`src/rtl/core/lpd_pkg.sv`:
```
// ----------------------------------------------------------------------------
// lpd_pkg: shared types and constants of the length-prefixed deframer
// Field widths, register indexes, result kinds and the queue item and
// session table entry layouts.
// ----------------------------------------------------------------------------
package lpd_pkg;

	// Field widths
	localparam int SESSION_W = 6;
	localparam int BYTE_W    = 8;
	localparam int QUEUE_W   = 4;
	localparam int KIND_W    = 2;
	localparam int TC_W      = 5;
	localparam int MAXLEN_W  = 24;
	localparam int LEN_W     = 32;
	localparam int HDR_CNT_W = 2;
	localparam int CFG_IDX_W = 4;

	// Framing constants
	localparam int HEADER_BYTES = 4;
	localparam int SESSIONS_DEF = 64;
	localparam int TC_MAX       = 16;
	localparam int QUEUE_DEPTH  = 2;

	// Register indexes and reset values
	localparam logic [CFG_IDX_W-1:0] REG_THREAD_COUNT    = 4'd0;
	localparam logic [CFG_IDX_W-1:0] REG_MAX_BODY_LENGTH = 4'd1;
	localparam logic [TC_W-1:0]      TC_RESET            = 5'd4;
	localparam logic [MAXLEN_W-1:0]  MAXLEN_RESET        = 24'd1024000;

	// Result kinds
	localparam logic [KIND_W-1:0] KIND_BODY  = 2'd0;
	localparam logic [KIND_W-1:0] KIND_EMPTY = 2'd1;
	localparam logic [KIND_W-1:0] KIND_ERROR = 2'd2;

	// Item handed from the front part to the back part
	typedef struct packed {
		logic [SESSION_W-1:0] session;
		logic [BYTE_W-1:0]    data;
		logic [QUEUE_W-1:0]   queue;
	} lpd_item_t;

	// Per-session table entry
	typedef struct packed {
		logic                 in_body;
		logic [HDR_CNT_W-1:0] hdr_seen;
		logic [LEN_W-1:0]     len_rem;
	} lpd_entry_t;

endpackage

```
`src/rtl/core/lpd_front.sv`:
```
// ----------------------------------------------------------------------------
// lpd_front: input side of the deframer
// Accepts an item, drops sessions beyond the table and works out the
// worker queue (session mod thread count) one quotient bit per cycle.
// ----------------------------------------------------------------------------
module lpd_front #(
	parameter int SESSIONS = lpd_pkg::SESSIONS_DEF
) (
	input  logic                           clk,
	input  logic                           arst_n,
	input  logic                           in_valid,
	output logic                           in_ready,
	input  logic [lpd_pkg::SESSION_W-1:0]  session_id,
	input  logic [lpd_pkg::BYTE_W-1:0]     data_byte,
	input  logic [lpd_pkg::TC_W-1:0]       thread_count,
	output logic                           push_valid,
	input  logic                           push_ready,
	output lpd_pkg::lpd_item_t             push_item
);

	typedef enum logic [2:0] {
		F_IDLE = 3'b001,
		F_DIV  = 3'b010,
		F_PUSH = 3'b100
	} front_state_t;

	localparam int CNT_W = $clog2(lpd_pkg::SESSION_W);

	front_state_t                   state_q;
	logic [lpd_pkg::SESSION_W-1:0]  sess_q;
	logic [lpd_pkg::BYTE_W-1:0]     data_q;
	logic [lpd_pkg::TC_W-1:0]       rem_q;
	logic [CNT_W-1:0]               cnt_q;
	logic [lpd_pkg::TC_W-1:0]       divisor;
	logic [lpd_pkg::TC_W-1:0]       rem_sh;
	logic [lpd_pkg::TC_W-1:0]       rem_nx;
	logic                           in_range;

	// Effective thread count: zero acts as one, above sixteen as sixteen
	always_comb begin
		if (thread_count == '0)
			divisor = lpd_pkg::TC_W'(1);
		else if (thread_count > lpd_pkg::TC_W'(lpd_pkg::TC_MAX))
			divisor = lpd_pkg::TC_W'(lpd_pkg::TC_MAX);
		else
			divisor = thread_count;
	end

	// One restoring remainder step
	always_comb begin
		rem_sh = {rem_q[lpd_pkg::TC_W-2:0], sess_q[cnt_q]};
		rem_nx = (rem_sh >= divisor) ? (rem_sh - divisor) : rem_sh;
	end

	assign in_range   = 32'(session_id) < SESSIONS;
	assign in_ready   = (state_q == F_IDLE);
	assign push_valid = (state_q == F_PUSH);
	assign push_item  = '{session: sess_q, data: data_q,
	                      queue: rem_q[lpd_pkg::QUEUE_W-1:0]};

	// Control
	always_ff @(posedge clk or negedge arst_n) begin
		if (!arst_n) begin
			state_q <= F_IDLE;
		end else begin
			unique case (state_q)
				F_IDLE: begin
					if (in_valid && in_range)
						state_q <= F_DIV;
				end
				F_DIV: begin
					if (cnt_q == '0)
						state_q <= F_PUSH;
				end
				F_PUSH: begin
					if (push_ready)
						state_q <= F_IDLE;
				end
				default: state_q <= F_IDLE;
			endcase
		end
	end

	// Item and remainder datapath
	always_ff @(posedge clk) begin
		if (state_q == F_IDLE && in_valid) begin
			sess_q <= session_id;
			data_q <= data_byte;
			rem_q  <= '0;
			cnt_q  <= CNT_W'(lpd_pkg::SESSION_W - 1);
		end else if (state_q == F_DIV) begin
			rem_q <= rem_nx;
			cnt_q <= cnt_q - CNT_W'(1);
		end
	end

endmodule

```
`src/rtl/core/lpd_fifo.sv`:
```
// ----------------------------------------------------------------------------
// lpd_fifo: short item queue between front and back
// Lets either side stall without holding up the other.
// ----------------------------------------------------------------------------
module lpd_fifo (
	input  logic               clk,
	input  logic               arst_n,
	input  logic               push_valid,
	output logic               push_ready,
	input  lpd_pkg::lpd_item_t push_item,
	output logic               pop_valid,
	input  logic               pop_ready,
	output lpd_pkg::lpd_item_t pop_item
);

	localparam int DEPTH = lpd_pkg::QUEUE_DEPTH;
	localparam int PTR_W = (DEPTH > 1) ? $clog2(DEPTH) : 1;
	localparam int CNT_W = $clog2(DEPTH + 1);

	lpd_pkg::lpd_item_t slot_q [DEPTH];
	logic [PTR_W-1:0]   wr_ptr_q;
	logic [PTR_W-1:0]   rd_ptr_q;
	logic [CNT_W-1:0]   count_q;
	logic               do_push;
	logic               do_pop;

	assign push_ready = (count_q != CNT_W'(DEPTH));
	assign pop_valid  = (count_q != '0);
	assign pop_item   = slot_q[rd_ptr_q];
	assign do_push    = push_valid && push_ready;
	assign do_pop     = pop_valid && pop_ready;

	// Pointers and fill count
	always_ff @(posedge clk or negedge arst_n) begin
		if (!arst_n) begin
			wr_ptr_q <= '0;
			rd_ptr_q <= '0;
			count_q  <= '0;
		end else begin
			if (do_push)
				wr_ptr_q <= (wr_ptr_q == PTR_W'(DEPTH - 1)) ? '0 : wr_ptr_q + PTR_W'(1);
			if (do_pop)
				rd_ptr_q <= (rd_ptr_q == PTR_W'(DEPTH - 1)) ? '0 : rd_ptr_q + PTR_W'(1);
			if (do_push && !do_pop)
				count_q <= count_q + CNT_W'(1);
			else if (do_pop && !do_push)
				count_q <= count_q - CNT_W'(1);
		end
	end

	// Storage
	always_ff @(posedge clk) begin
		if (do_push)
			slot_q[wr_ptr_q] <= push_item;
	end

endmodule

```
`src/rtl/core/lpd_back.sv`:
```
// ----------------------------------------------------------------------------
// lpd_back: session table and result generation
// Reads the session entry, advances header or body phase, writes it back,
// loads the output register for results and clears the table after reset.
// ----------------------------------------------------------------------------
module lpd_back #(
	parameter int SESSIONS = lpd_pkg::SESSIONS_DEF
) (
	input  logic                             clk,
	input  logic                             arst_n,
	input  logic                             pop_valid,
	output logic                             pop_ready,
	input  lpd_pkg::lpd_item_t               pop_item,
	input  logic [lpd_pkg::MAXLEN_W-1:0]     max_body_length,
	output logic                             clearing,
	output logic                             out_valid,
	input  logic                             out_ready,
	output logic [lpd_pkg::SESSION_W-1:0]    out_session,
	output logic [lpd_pkg::QUEUE_W-1:0]      queue_index,
	output logic [lpd_pkg::BYTE_W-1:0]       out_byte,
	output logic [lpd_pkg::KIND_W-1:0]       result_kind,
	output logic                             message_end
);

	typedef enum logic [2:0] {
		B_CLEAR = 3'b001,
		B_IDLE  = 3'b010,
		B_EXEC  = 3'b100
	} back_state_t;

	localparam int SES_W = (SESSIONS > 1) ? $clog2(SESSIONS) : 1;

	back_state_t             state_q;
	logic [SES_W-1:0]        clr_cnt_q;
	lpd_pkg::lpd_item_t      item_q;
	lpd_pkg::lpd_entry_t     table_mem [SESSIONS];
	lpd_pkg::lpd_entry_t     rd_q;

	logic                    slot_free;
	logic                    exec_fire;
	logic                    wr_en;
	logic [SES_W-1:0]        wr_addr;
	lpd_pkg::lpd_entry_t     wr_data;
	lpd_pkg::lpd_entry_t     nx_entry;
	logic                    emit;
	logic [lpd_pkg::KIND_W-1:0] emit_kind;
	logic                    emit_end;
	logic [lpd_pkg::LEN_W-1:0]  rem_dec;
	logic [lpd_pkg::LEN_W-1:0]  hdr_len;

	assign clearing  = (state_q == B_CLEAR);
	assign pop_ready = (state_q == B_IDLE);
	assign slot_free = !out_valid || out_ready;
	assign exec_fire = (state_q == B_EXEC) && slot_free;

	// Next entry and result for the current item
	always_comb begin
		rem_dec   = (rd_q.len_rem != '0) ? rd_q.len_rem - lpd_pkg::LEN_W'(1) : '0;
		hdr_len   = {rd_q.len_rem[lpd_pkg::LEN_W-lpd_pkg::BYTE_W-1:0], item_q.data};
		nx_entry  = rd_q;
		emit      = 1'b0;
		emit_kind = lpd_pkg::KIND_BODY;
		emit_end  = 1'b0;
		if (rd_q.in_body) begin
			// body byte: count down, mark the last one
			nx_entry.len_rem = rem_dec;
			nx_entry.in_body = (rem_dec != '0);
			emit             = 1'b1;
			emit_end         = (rem_dec == '0);
		end else if (rd_q.hdr_seen != lpd_pkg::HDR_CNT_W'(lpd_pkg::HEADER_BYTES - 1)) begin
			// early header byte: shift into the length
			nx_entry.len_rem  = hdr_len;
			nx_entry.hdr_seen = rd_q.hdr_seen + lpd_pkg::HDR_CNT_W'(1);
		end else begin
			// last header byte: check the length
			nx_entry.hdr_seen = '0;
			if (hdr_len > lpd_pkg::LEN_W'(max_body_length)) begin
				nx_entry.len_rem = '0;
				emit             = 1'b1;
				emit_kind        = lpd_pkg::KIND_ERROR;
				emit_end         = 1'b1;
			end else if (hdr_len == '0) begin
				nx_entry.len_rem = '0;
				emit             = 1'b1;
				emit_kind        = lpd_pkg::KIND_EMPTY;
				emit_end         = 1'b1;
			end else begin
				nx_entry.len_rem = hdr_len;
				nx_entry.in_body = 1'b1;
			end
		end
	end

	// Table write port: clearing pass or write-back
	always_comb begin
		wr_en   = clearing || exec_fire;
		wr_addr = clearing ? clr_cnt_q : SES_W'(item_q.session);
		wr_data = clearing ? '0 : nx_entry;
	end

	// Control
	always_ff @(posedge clk or negedge arst_n) begin
		if (!arst_n) begin
			state_q   <= B_CLEAR;
			clr_cnt_q <= '0;
			out_valid <= 1'b0;
		end else begin
			unique case (state_q)
				B_CLEAR: begin
					clr_cnt_q <= clr_cnt_q + SES_W'(1);
					if (clr_cnt_q == SES_W'(SESSIONS - 1))
						state_q <= B_IDLE;
				end
				B_IDLE: begin
					if (pop_valid)
						state_q <= B_EXEC;
				end
				B_EXEC: begin
					if (slot_free)
						state_q <= B_IDLE;
				end
				default: state_q <= B_IDLE;
			endcase
			if (exec_fire && emit)
				out_valid <= 1'b1;
			else if (out_ready)
				out_valid <= 1'b0;
		end
	end

	// Item capture and output payload
	always_ff @(posedge clk) begin
		if (state_q == B_IDLE && pop_valid)
			item_q <= pop_item;
		if (exec_fire && emit) begin
			out_session <= item_q.session;
			queue_index <= item_q.queue;
			out_byte    <= (emit_kind == lpd_pkg::KIND_BODY) ? item_q.data : '0;
			result_kind <= emit_kind;
			message_end <= emit_end;
		end
	end

	// Session table memory
	always_ff @(posedge clk) begin
		if (wr_en)
			table_mem[wr_addr] <= wr_data;
	end

	always_ff @(posedge clk) begin
		if (state_q == B_IDLE && pop_valid)
			rd_q <= table_mem[SES_W'(pop_item.session)];
	end

endmodule

```
`src/rtl/core/length_prefixed_deframer.sv`:
```
// ----------------------------------------------------------------------------
// length_prefixed_deframer: per-session 32-bit big-endian length deframer
// Splits a tagged byte stream into messages with a four-byte length header.
// ----------------------------------------------------------------------------
// Each item is accepted, gets its queue index remainder one bit per cycle
// of the six-bit session number and is handed to the two-entry queue; the
// front takes no new item until it has handed on the last. The table read,
// update and write-back behind the queue overlap the next item's remainder.
// A result is held in an output register; while it waits the table stage
// holds its item, and the block keeps taking items until the two-entry
// queue and the remainder stage are full. After reset the session table is
// cleared one entry a cycle, during which in_ready stays low; configuration
// writes are taken at any time and cfg_ready is always high.
module length_prefixed_deframer #(
	parameter int SESSIONS = lpd_pkg::SESSIONS_DEF
) (
	input  logic                             clk,
	input  logic                             arst_n,
	input  logic                             in_valid,
	output logic                             in_ready,
	input  logic [lpd_pkg::SESSION_W-1:0]    session_id,
	input  logic [lpd_pkg::BYTE_W-1:0]       data_byte,
	output logic                             out_valid,
	input  logic                             out_ready,
	output logic [lpd_pkg::SESSION_W-1:0]    out_session,
	output logic [lpd_pkg::QUEUE_W-1:0]      queue_index,
	output logic [lpd_pkg::BYTE_W-1:0]       out_byte,
	output logic [lpd_pkg::KIND_W-1:0]       result_kind,
	output logic                             message_end,
	input  logic                             cfg_valid,
	output logic                             cfg_ready,
	input  logic [lpd_pkg::CFG_IDX_W-1:0]    cfg_index,
	input  logic [lpd_pkg::MAXLEN_W-1:0]     cfg_data
);

	logic [lpd_pkg::TC_W-1:0]     thread_count_q;
	logic [lpd_pkg::MAXLEN_W-1:0] max_body_length_q;
	logic                         clearing;
	logic                         front_ready;
	logic                         push_valid;
	logic                         push_ready;
	lpd_pkg::lpd_item_t           push_item;
	logic                         pop_valid;
	logic                         pop_ready;
	lpd_pkg::lpd_item_t           pop_item;

	assign cfg_ready = 1'b1;
	assign in_ready  = front_ready && !clearing;

	// Configuration registers
	always_ff @(posedge clk or negedge arst_n) begin
		if (!arst_n) begin
			thread_count_q    <= lpd_pkg::TC_RESET;
			max_body_length_q <= lpd_pkg::MAXLEN_RESET;
		end else if (cfg_valid) begin
			unique case (cfg_index)
				lpd_pkg::REG_THREAD_COUNT:
					thread_count_q <= cfg_data[lpd_pkg::TC_W-1:0];
				lpd_pkg::REG_MAX_BODY_LENGTH:
					max_body_length_q <= cfg_data;
				default: ;
			endcase
		end
	end

	lpd_front #(
		.SESSIONS (SESSIONS)
	) u_front (
		.clk          (clk),
		.arst_n       (arst_n),
		.in_valid     (in_valid && !clearing),
		.in_ready     (front_ready),
		.session_id   (session_id),
		.data_byte    (data_byte),
		.thread_count (thread_count_q),
		.push_valid   (push_valid),
		.push_ready   (push_ready),
		.push_item    (push_item)
	);

	lpd_fifo u_fifo (
		.clk        (clk),
		.arst_n     (arst_n),
		.push_valid (push_valid),
		.push_ready (push_ready),
		.push_item  (push_item),
		.pop_valid  (pop_valid),
		.pop_ready  (pop_ready),
		.pop_item   (pop_item)
	);

	lpd_back #(
		.SESSIONS (SESSIONS)
	) u_back (
		.clk             (clk),
		.arst_n          (arst_n),
		.pop_valid       (pop_valid),
		.pop_ready       (pop_ready),
		.pop_item        (pop_item),
		.max_body_length (max_body_length_q),
		.clearing        (clearing),
		.out_valid       (out_valid),
		.out_ready       (out_ready),
		.out_session     (out_session),
		.queue_index     (queue_index),
		.out_byte        (out_byte),
		.result_kind     (result_kind),
		.message_end     (message_end)
	);

endmodule

```
`config.mk`:
```
export PLATFORM = sky130hd
export DESIGN_NAME = length_prefixed_deframer
export DESIGN_NICKNAME = d
export VERILOG_FILES = /design/src/rtl/core/lpd_pkg.sv /design/src/rtl/core/lpd_front.sv /design/src/rtl/core/lpd_fifo.sv /design/src/rtl/core/lpd_back.sv /design/src/rtl/core/length_prefixed_deframer.sv
export SDC_FILE = /design/constraint.sdc
export NUM_CORES = 2
export LEC_CHECK = 0
export ABC_AREA = 1
export BUFFER_PORTS_ARGS = -buffer_cell sky130_fd_sc_hd__buf_2
export CAP_MARGIN = 20
export CORE_UTILIZATION = 54
export CTS_BUF_LIST = sky130_fd_sc_hd__clkbuf_16
export CTS_CLUSTER_DIAMETER = 50
export DETAILED_ROUTE_END_ITERATION = 10
export PLACE_DENSITY = 0.7
export SLEW_MARGIN = 5
export SYNTH_ARGS = -nofsm -noshare
export SYNTH_HDL_FRONTEND = slang
export SYNTH_HIERARCHICAL = 1
export SYNTH_SLANG_ARGS = --single-unit
```
`constraint.sdc`:
```
create_clock -name clk -period 7.1 [get_ports clk]
set_input_delay 0.355 -clock clk [delete_from_list [all_inputs] [get_ports clk]]
set_output_delay 0.355 -clock clk [all_outputs]
set_load 0.01 [all_outputs]
```
=== Yosys cells after proc, flatten, opt, wreduce, memory -nomap -nowiden ===
Memory sizes are Yosys's and may differ from the RTL's. A register that Yosys moved wholly into a read port is not among the register bits.
Index checks and enable logic that the tools add are counted.

* Add/subtract/negate cells: 9
* Multipliers: 0
* Div/mod/pow operators: 0
* $lt $le $gt $ge: 4
* Equal/unequal tests: 16
* Shifts and indexed selects: 0
* Multiplexer cells: 44
* Bitwise logic cells: 0
* Reductions and logical operators: 30

{| class="wikitable"
|+ Operators with widths
! cell !! count
|-
| $mux 32 || 4
|-
| $logic_not 32->1 || 2
|-
| $reduce_bool 32->1 || 2
|-
| $mux 35 || 1
|-
| $mux 34 || 1
|-
| $gt 32x24->1 || 1
|-
| $sub 32x1->32 const B || 1
|-
| $mux 1 || 19
|-
| $mux 3 || 6
|-
| $pmux 3 s3 || 2
|-
| $mux 2 || 6
|-
| $mux 5 || 2
|-
| $ne 2x1->1 const B || 5
|-
| $logic_and 1x1->1 || 9
|-
| $add 6x1->6 const B || 1
|-
| $eq 3x1->1 const B || 2
|-
| $eq 3x2->1 const B || 2
|-
| $eq 3x3->1 const B || 2
|-
| $eq 6x6->1 const B || 1
|-
| $mux 6 || 1
|-
| $ne 2x2->1 const B || 3
|-
| $reduce_and 3->1 || 2
|-
| $reduce_bool 2->1 || 3
|-
| $ge 5x5->1 || 1
|-
| other kinds (17) || 24
|}

* Bits in registers: 106
* Latch bits: 0
* RAM bits: 2276
* Memory bits (read-only): 0
* Input port bits: 47
* Output and inout port bits: 24
* Memories kept: 2

{| class="wikitable"
|+ Memories
! memory !! words !! bits a word !! read ports !! clocked after Yosys merged registers in !! write ports !! line !! RTL
|-
| u_back.table_mem || 64 || 35 || 1 || 1 || 1 || lpd_back.sv:36 || <nowiki>lpd_pkg::lpd_entry_t table_mem [SESSIONS];</nowiki>
|-
| u_fifo.slot_q || 2 || 18 || 1 || 0 || 1 || lpd_fifo.sv:20 || <nowiki>lpd_pkg::lpd_item_t slot_q [DEPTH];</nowiki>
|}

=== Logic depth before layout (Yosys ltp) ===
* Depth in word-level cells: 7
* Mapped depth: 19
* Depth with buffers taken out: 18

=== By module ===
The synthesis kept the hierarchy.

{| class="wikitable"
|+ Modules (own cells, without submodules)
! module !! times used !! cells an instance !! area each (um^2) !! seq. area each (um^2)
|-
| lpd_back || 1 || 7241 || 93239.4 || 69738.1
|-
| lpd_fifo || 1 || 122 || 1566.5 || 1181.1
|-
| length_prefixed_deframer || 1 || 141 || 1312.5 || 734.5
|-
| lpd_front || 1 || 135 || 1207.4 || 636.9
|}

=== Least setup slack after synthesis ===
No wires, ideal clock.

* Path type: reg2reg
* From: reg max_body_length_q[13] (netlist bit)
* To: mem u_back/table_mem[0][16] (netlist bit), data pin
* Data arrival time: 3.527 ns
* Required time: 6.552 ns
* Slack: 3.025 ns
* Stages on the path, launching flop included: 17
* Path through: dfstp_2 > inv_1 > ha_1 > nand2_1 > inv_1 > o21ai_0 > nand2_1 > nor2_1 > nand2_1 > nand2_1 > nand2_1 > nand2_2 > nand2_4 > nand2_4 > buf_12 > nand2_2 > a21oi_1

{| class="wikitable"
|+ RTL lines
! element !! line !! RTL
|-
| start, declared || length_prefixed_deframer.sv:37 || <nowiki>logic [lpd_pkg::MAXLEN_W-1:0] max_body_length_q;</nowiki>
|-
| start signal, assigned || length_prefixed_deframer.sv:54 || <nowiki>max_body_length_q <= lpd_pkg::MAXLEN_RESET;</nowiki>
|-
| start signal, assigned || length_prefixed_deframer.sv:60 || <nowiki>max_body_length_q <= cfg_data;</nowiki>
|-
| end, declared || lpd_back.sv:36 ||
|}

==> results by group <==
Outcome
  – Status: complete, no violations

Worst setup path
  – Reg-to-reg endpoint: u_back/hdr_len[28]
  – Setup CP Type: reg -> reg
  – R2R depth: 13
  – Critical Path Start Type: flip-flop
  – Max FO, Critical Path: between 100 and 150
  – Worst EP arrival: 5.68 ns
  – CP endpoint kind: flip-flop
  – R2R Path Start: u_fifo/rd_ptr_q
  – Worst R2R Setup Slack: ~2.2 ns
  – WP data required: between 7 and 8 ns

STA
  – Final Hold Fails: 0
  – Fmax: slightly above 200 MHz
  – Fin crit period: 4.93 ns
  – Worst Max-Slew Pin Slew: 1.19 ns
  – Setup Skew: slightly below 0.06 ns
  – Slew HR: 0.207
  – RSZ-0062 raised after global routing: false
  – # setup viols final: 0
  – Fin Setup TNS: 0 ns
  – Final Max Tran Viols: 0
  – Final period util: 0.694
  – Hold slack: about 0.12 ns

Synthesis
  – Post-synth top flop: edfxtp_1
  – #FFs+latches synth: approximately 2400
  – Post-synth top cells: edfxtp_1 (2364), nor2_1 (1528), o21ai_0 (1300)
  – Avg Inst Size Synth: about 13 µm²
  – Most frequent cell after synthesis: edfxtp_1
  – Gate Count Post-Synth: 7639
  – Number of synthesized flops with an enable pin: about 2400
  – Ys async rst share: 0.0190
  – Synth area leader: edfxtp_1
  – Mapped cell area: a little under 100000 µm²
  – Synth top area cells: edfxtp_1 (73%), o21ai_0 (6.7%), nor2_1 (5.9%), o22ai_1 (4.3%), nand2_1 (2.0%)
  – Ys Warns: 6
  – Share of the synthesized area in the top cell type: 0.729
  – Sequential cell area fraction in the yosys report: 0.743
  – Syn Nets: about 7700
  – Library cells used by synthesis: 54

Pwr
  – P_leak: approximately 36 nW
  – Maximum VDD drop: around 420 µV
  – Pwr Density: between 400 and 500 nW/µm²

Min path
  – Hold path cells: 5
  – Hold Crit Class: in -> reg
  – Min-delay src: cfg_index[3]
  – Worst hold endpoint: max_body_length_q[8]

Detailed routing
  – Routed vias: between 60000 and 70000
  – DR WL/cell: approximately 28 µm
  – Vias per cell: 6.43
  – Final WL: between 200000 and 300000 µm
  – DRC Markers: 0
  – DR iter-0 viols: just over 10000
  – Post-DRT Antenna Nets: 0
  – Drt first pass iters: 6

Clocking
  – Worst-Skew Late Latency: 0.90 ns
  – Deepest clock path buffer count: 3
  – H-Tree Depth: 4
  – Clk root buf: clkbuf_16
  – CTS tree: yes
  – Clk slew on worst S/H paths: roughly 0.06 ns
  – CTS buffer count: approximately 240
  – Total clock sinks: between 2000 and 2500

GRT
  – Gr usage total: 0.311
  – Initial antenna violation count: 11
  – Largest net degree at the start of global routing: ~190
  – GRT overflow: 0
  – First-pass GRT wire length: 413000 µm
  – Number of global-route vias before repair: between 60000 and 70000

Placed design
  – Routability congestion estimate: roughly 0.94
  – Dpl hpwl: approximately 160000 µm
  – Input/output buffers: ~70

Floorplan
  – Die X: between 400 and 500 µm
  – Die area: ~180000 µm²
  – Die Y: approximately 430 µm
  – Starting Density: 0.544
  – CORE AREA: roughly 180000 µm²
  – Row cnt: 155
  – IO Count: slightly above 70

Flow run
  – Max cap viols: 0

Layout
  – Layout cells sized above 1: 0.100
  – Fin nets: around 8000
  – # fillers: 13300
  – Layout area overhead: 12.3%
[flip-flops by register name, indices dropped and copies added, names as in the netlist, 4 cells and up]
signal              count
u_back/out_session      6
u_fifo/slot_q          36
u_front/rem_q           4
thread_count_q          5
max_body_length_q      24
u_back/rd_q            11
u_back/item_q          10
u_back/clr_cnt_q        6
u_back/hdr_len         32
u_front/data_q          8
u_back/out_byte         8
u_back/table_mem     2240
u_front/sess_q          6
u_back/queue_index      4
[cell usage in the layout, fill, tap and decap left out, types with 30 or more instances in the layout]
cell type and count:
dfrtp_1 37, clkinv_2 43, a21oi_4 30, ha_1 35
buf_12 39, buf_4 142, dlygate4sd3_1 74, a21oi_1 36
buf_2 69, edfxtp_1 2364, clkinv_1 49, nor2_1 1459
nand2_1 512, nand4_1 62, o21ai_0 1300, nand3_1 139
o22ai_1 665, nor2_4 74, o21ai_1 131, clkbuf_16 239
inv_1 170
[worst max-delay path by stage]
stage	cells after the start	from	endpoint
final	13	u_fifo/rd_ptr_q	u_back/hdr_len[28]
after global routing	12	u_fifo/rd_ptr_q	u_back/rd_q[29]
after global placement	12	u_fifo/rd_ptr_q	u_back/rd_q[29]
after floorplan	16	max_body_length_q[13]	u_back/table_mem[0][16]
after detailed placement	12	u_fifo/rd_ptr_q	u_back/rd_q[29]
after CTS	12	u_fifo/rd_ptr_q	u_back/rd_q[29]
[worst max-delay path, cell delays in order (launching register included)]
cell     delay, ns
dfrtp_1       0.74
inv_2         0.31
nand2_1       0.19
nand2_4       0.36
inv_8         0.77
buf_12        0.39
o21ai_0       0.15
o22ai_1       0.29
o21ai_0       0.13
o22ai_1       0.33
nand2_1       0.22
nand2_1       0.22
nand2_1       0.21
o21ai_1       0.16
[final cells by class]
cell class / count / area [µm²] / share of cell area
clock buffers: 239 / 5980 / 0.0547
flip-flops and latches: 2417 / 72300 / 0.662
clock inverters: 193 / 1570 / 0.0144
multi-input cells: 4570 / 22800 / 0.209
inverters: 133 / 531 / 0.00485
diodes: 2 / 5.00 / 0.0000458
well taps: 2355 / 2950 / 0.0270
repair buffers: 332 / 3120 / 0.0286
[per-layer routing]
layer,global-route usage,vias to the layer above,wire [µm]
li1,-,28300,-
met1,0.422,32600,107000
met2,0.482,4238,131000
met3,0.0653,640,32800
met4,0.145,6,14000
met5,0,-,50
[per-stage QoR]
stage               cell area [µm²]  power [W]  cells  worst slack [ns]   util
CTS                          109000     0.0495  10200              2.31  0.611
floorplan                     97300     0.0299   7639              3.03      -
global placement             100000     0.0371   9710              2.28  0.562
global route                 109000     0.0515  10200              1.91  0.611
finish                       109000     0.0499  10200              2.17  0.611
detailed placement           101000     0.0375   9728              2.31  0.564
[timing repair]
| item | 4_1_cts | 5_1_grt |
|---|---|---|
| buffers inserted | 0 | 0 |
| endpoints found under the hold margin | 95 | 0 |
| resized for setup | 0 | 0 |
| hold buffers | 74 | 0 |
[power breakdown]
group / leakage (nW) / internal (W) / switching (W)
Sequential: 22.0 / 0.0197 / 0.000570
Combinational: 10.1 / 0.00377 / 0.0138
Clock: 3.90 / 0.00674 / 0.00540
[cell families (layout without fill, tap and decap cells)]
kind of cell | after synthesis | in the layout | share of synthesized area
DFF | 2417 | 2417 | 0.743
buffers and inverters | 652 | 897 | 0.0311
other | 1 | 3 | 0.0000385
and+or+nand+nor | 2337 | 2337 | 0.0979
AOI/OAI and AO/OA | 2176 | 2176 | 0.122
adders and majority gates | 36 | 36 | 0.00471
xor gates and xnor gates | 20 | 20 | 0.00188
Power figures use the tool's default switching activity.
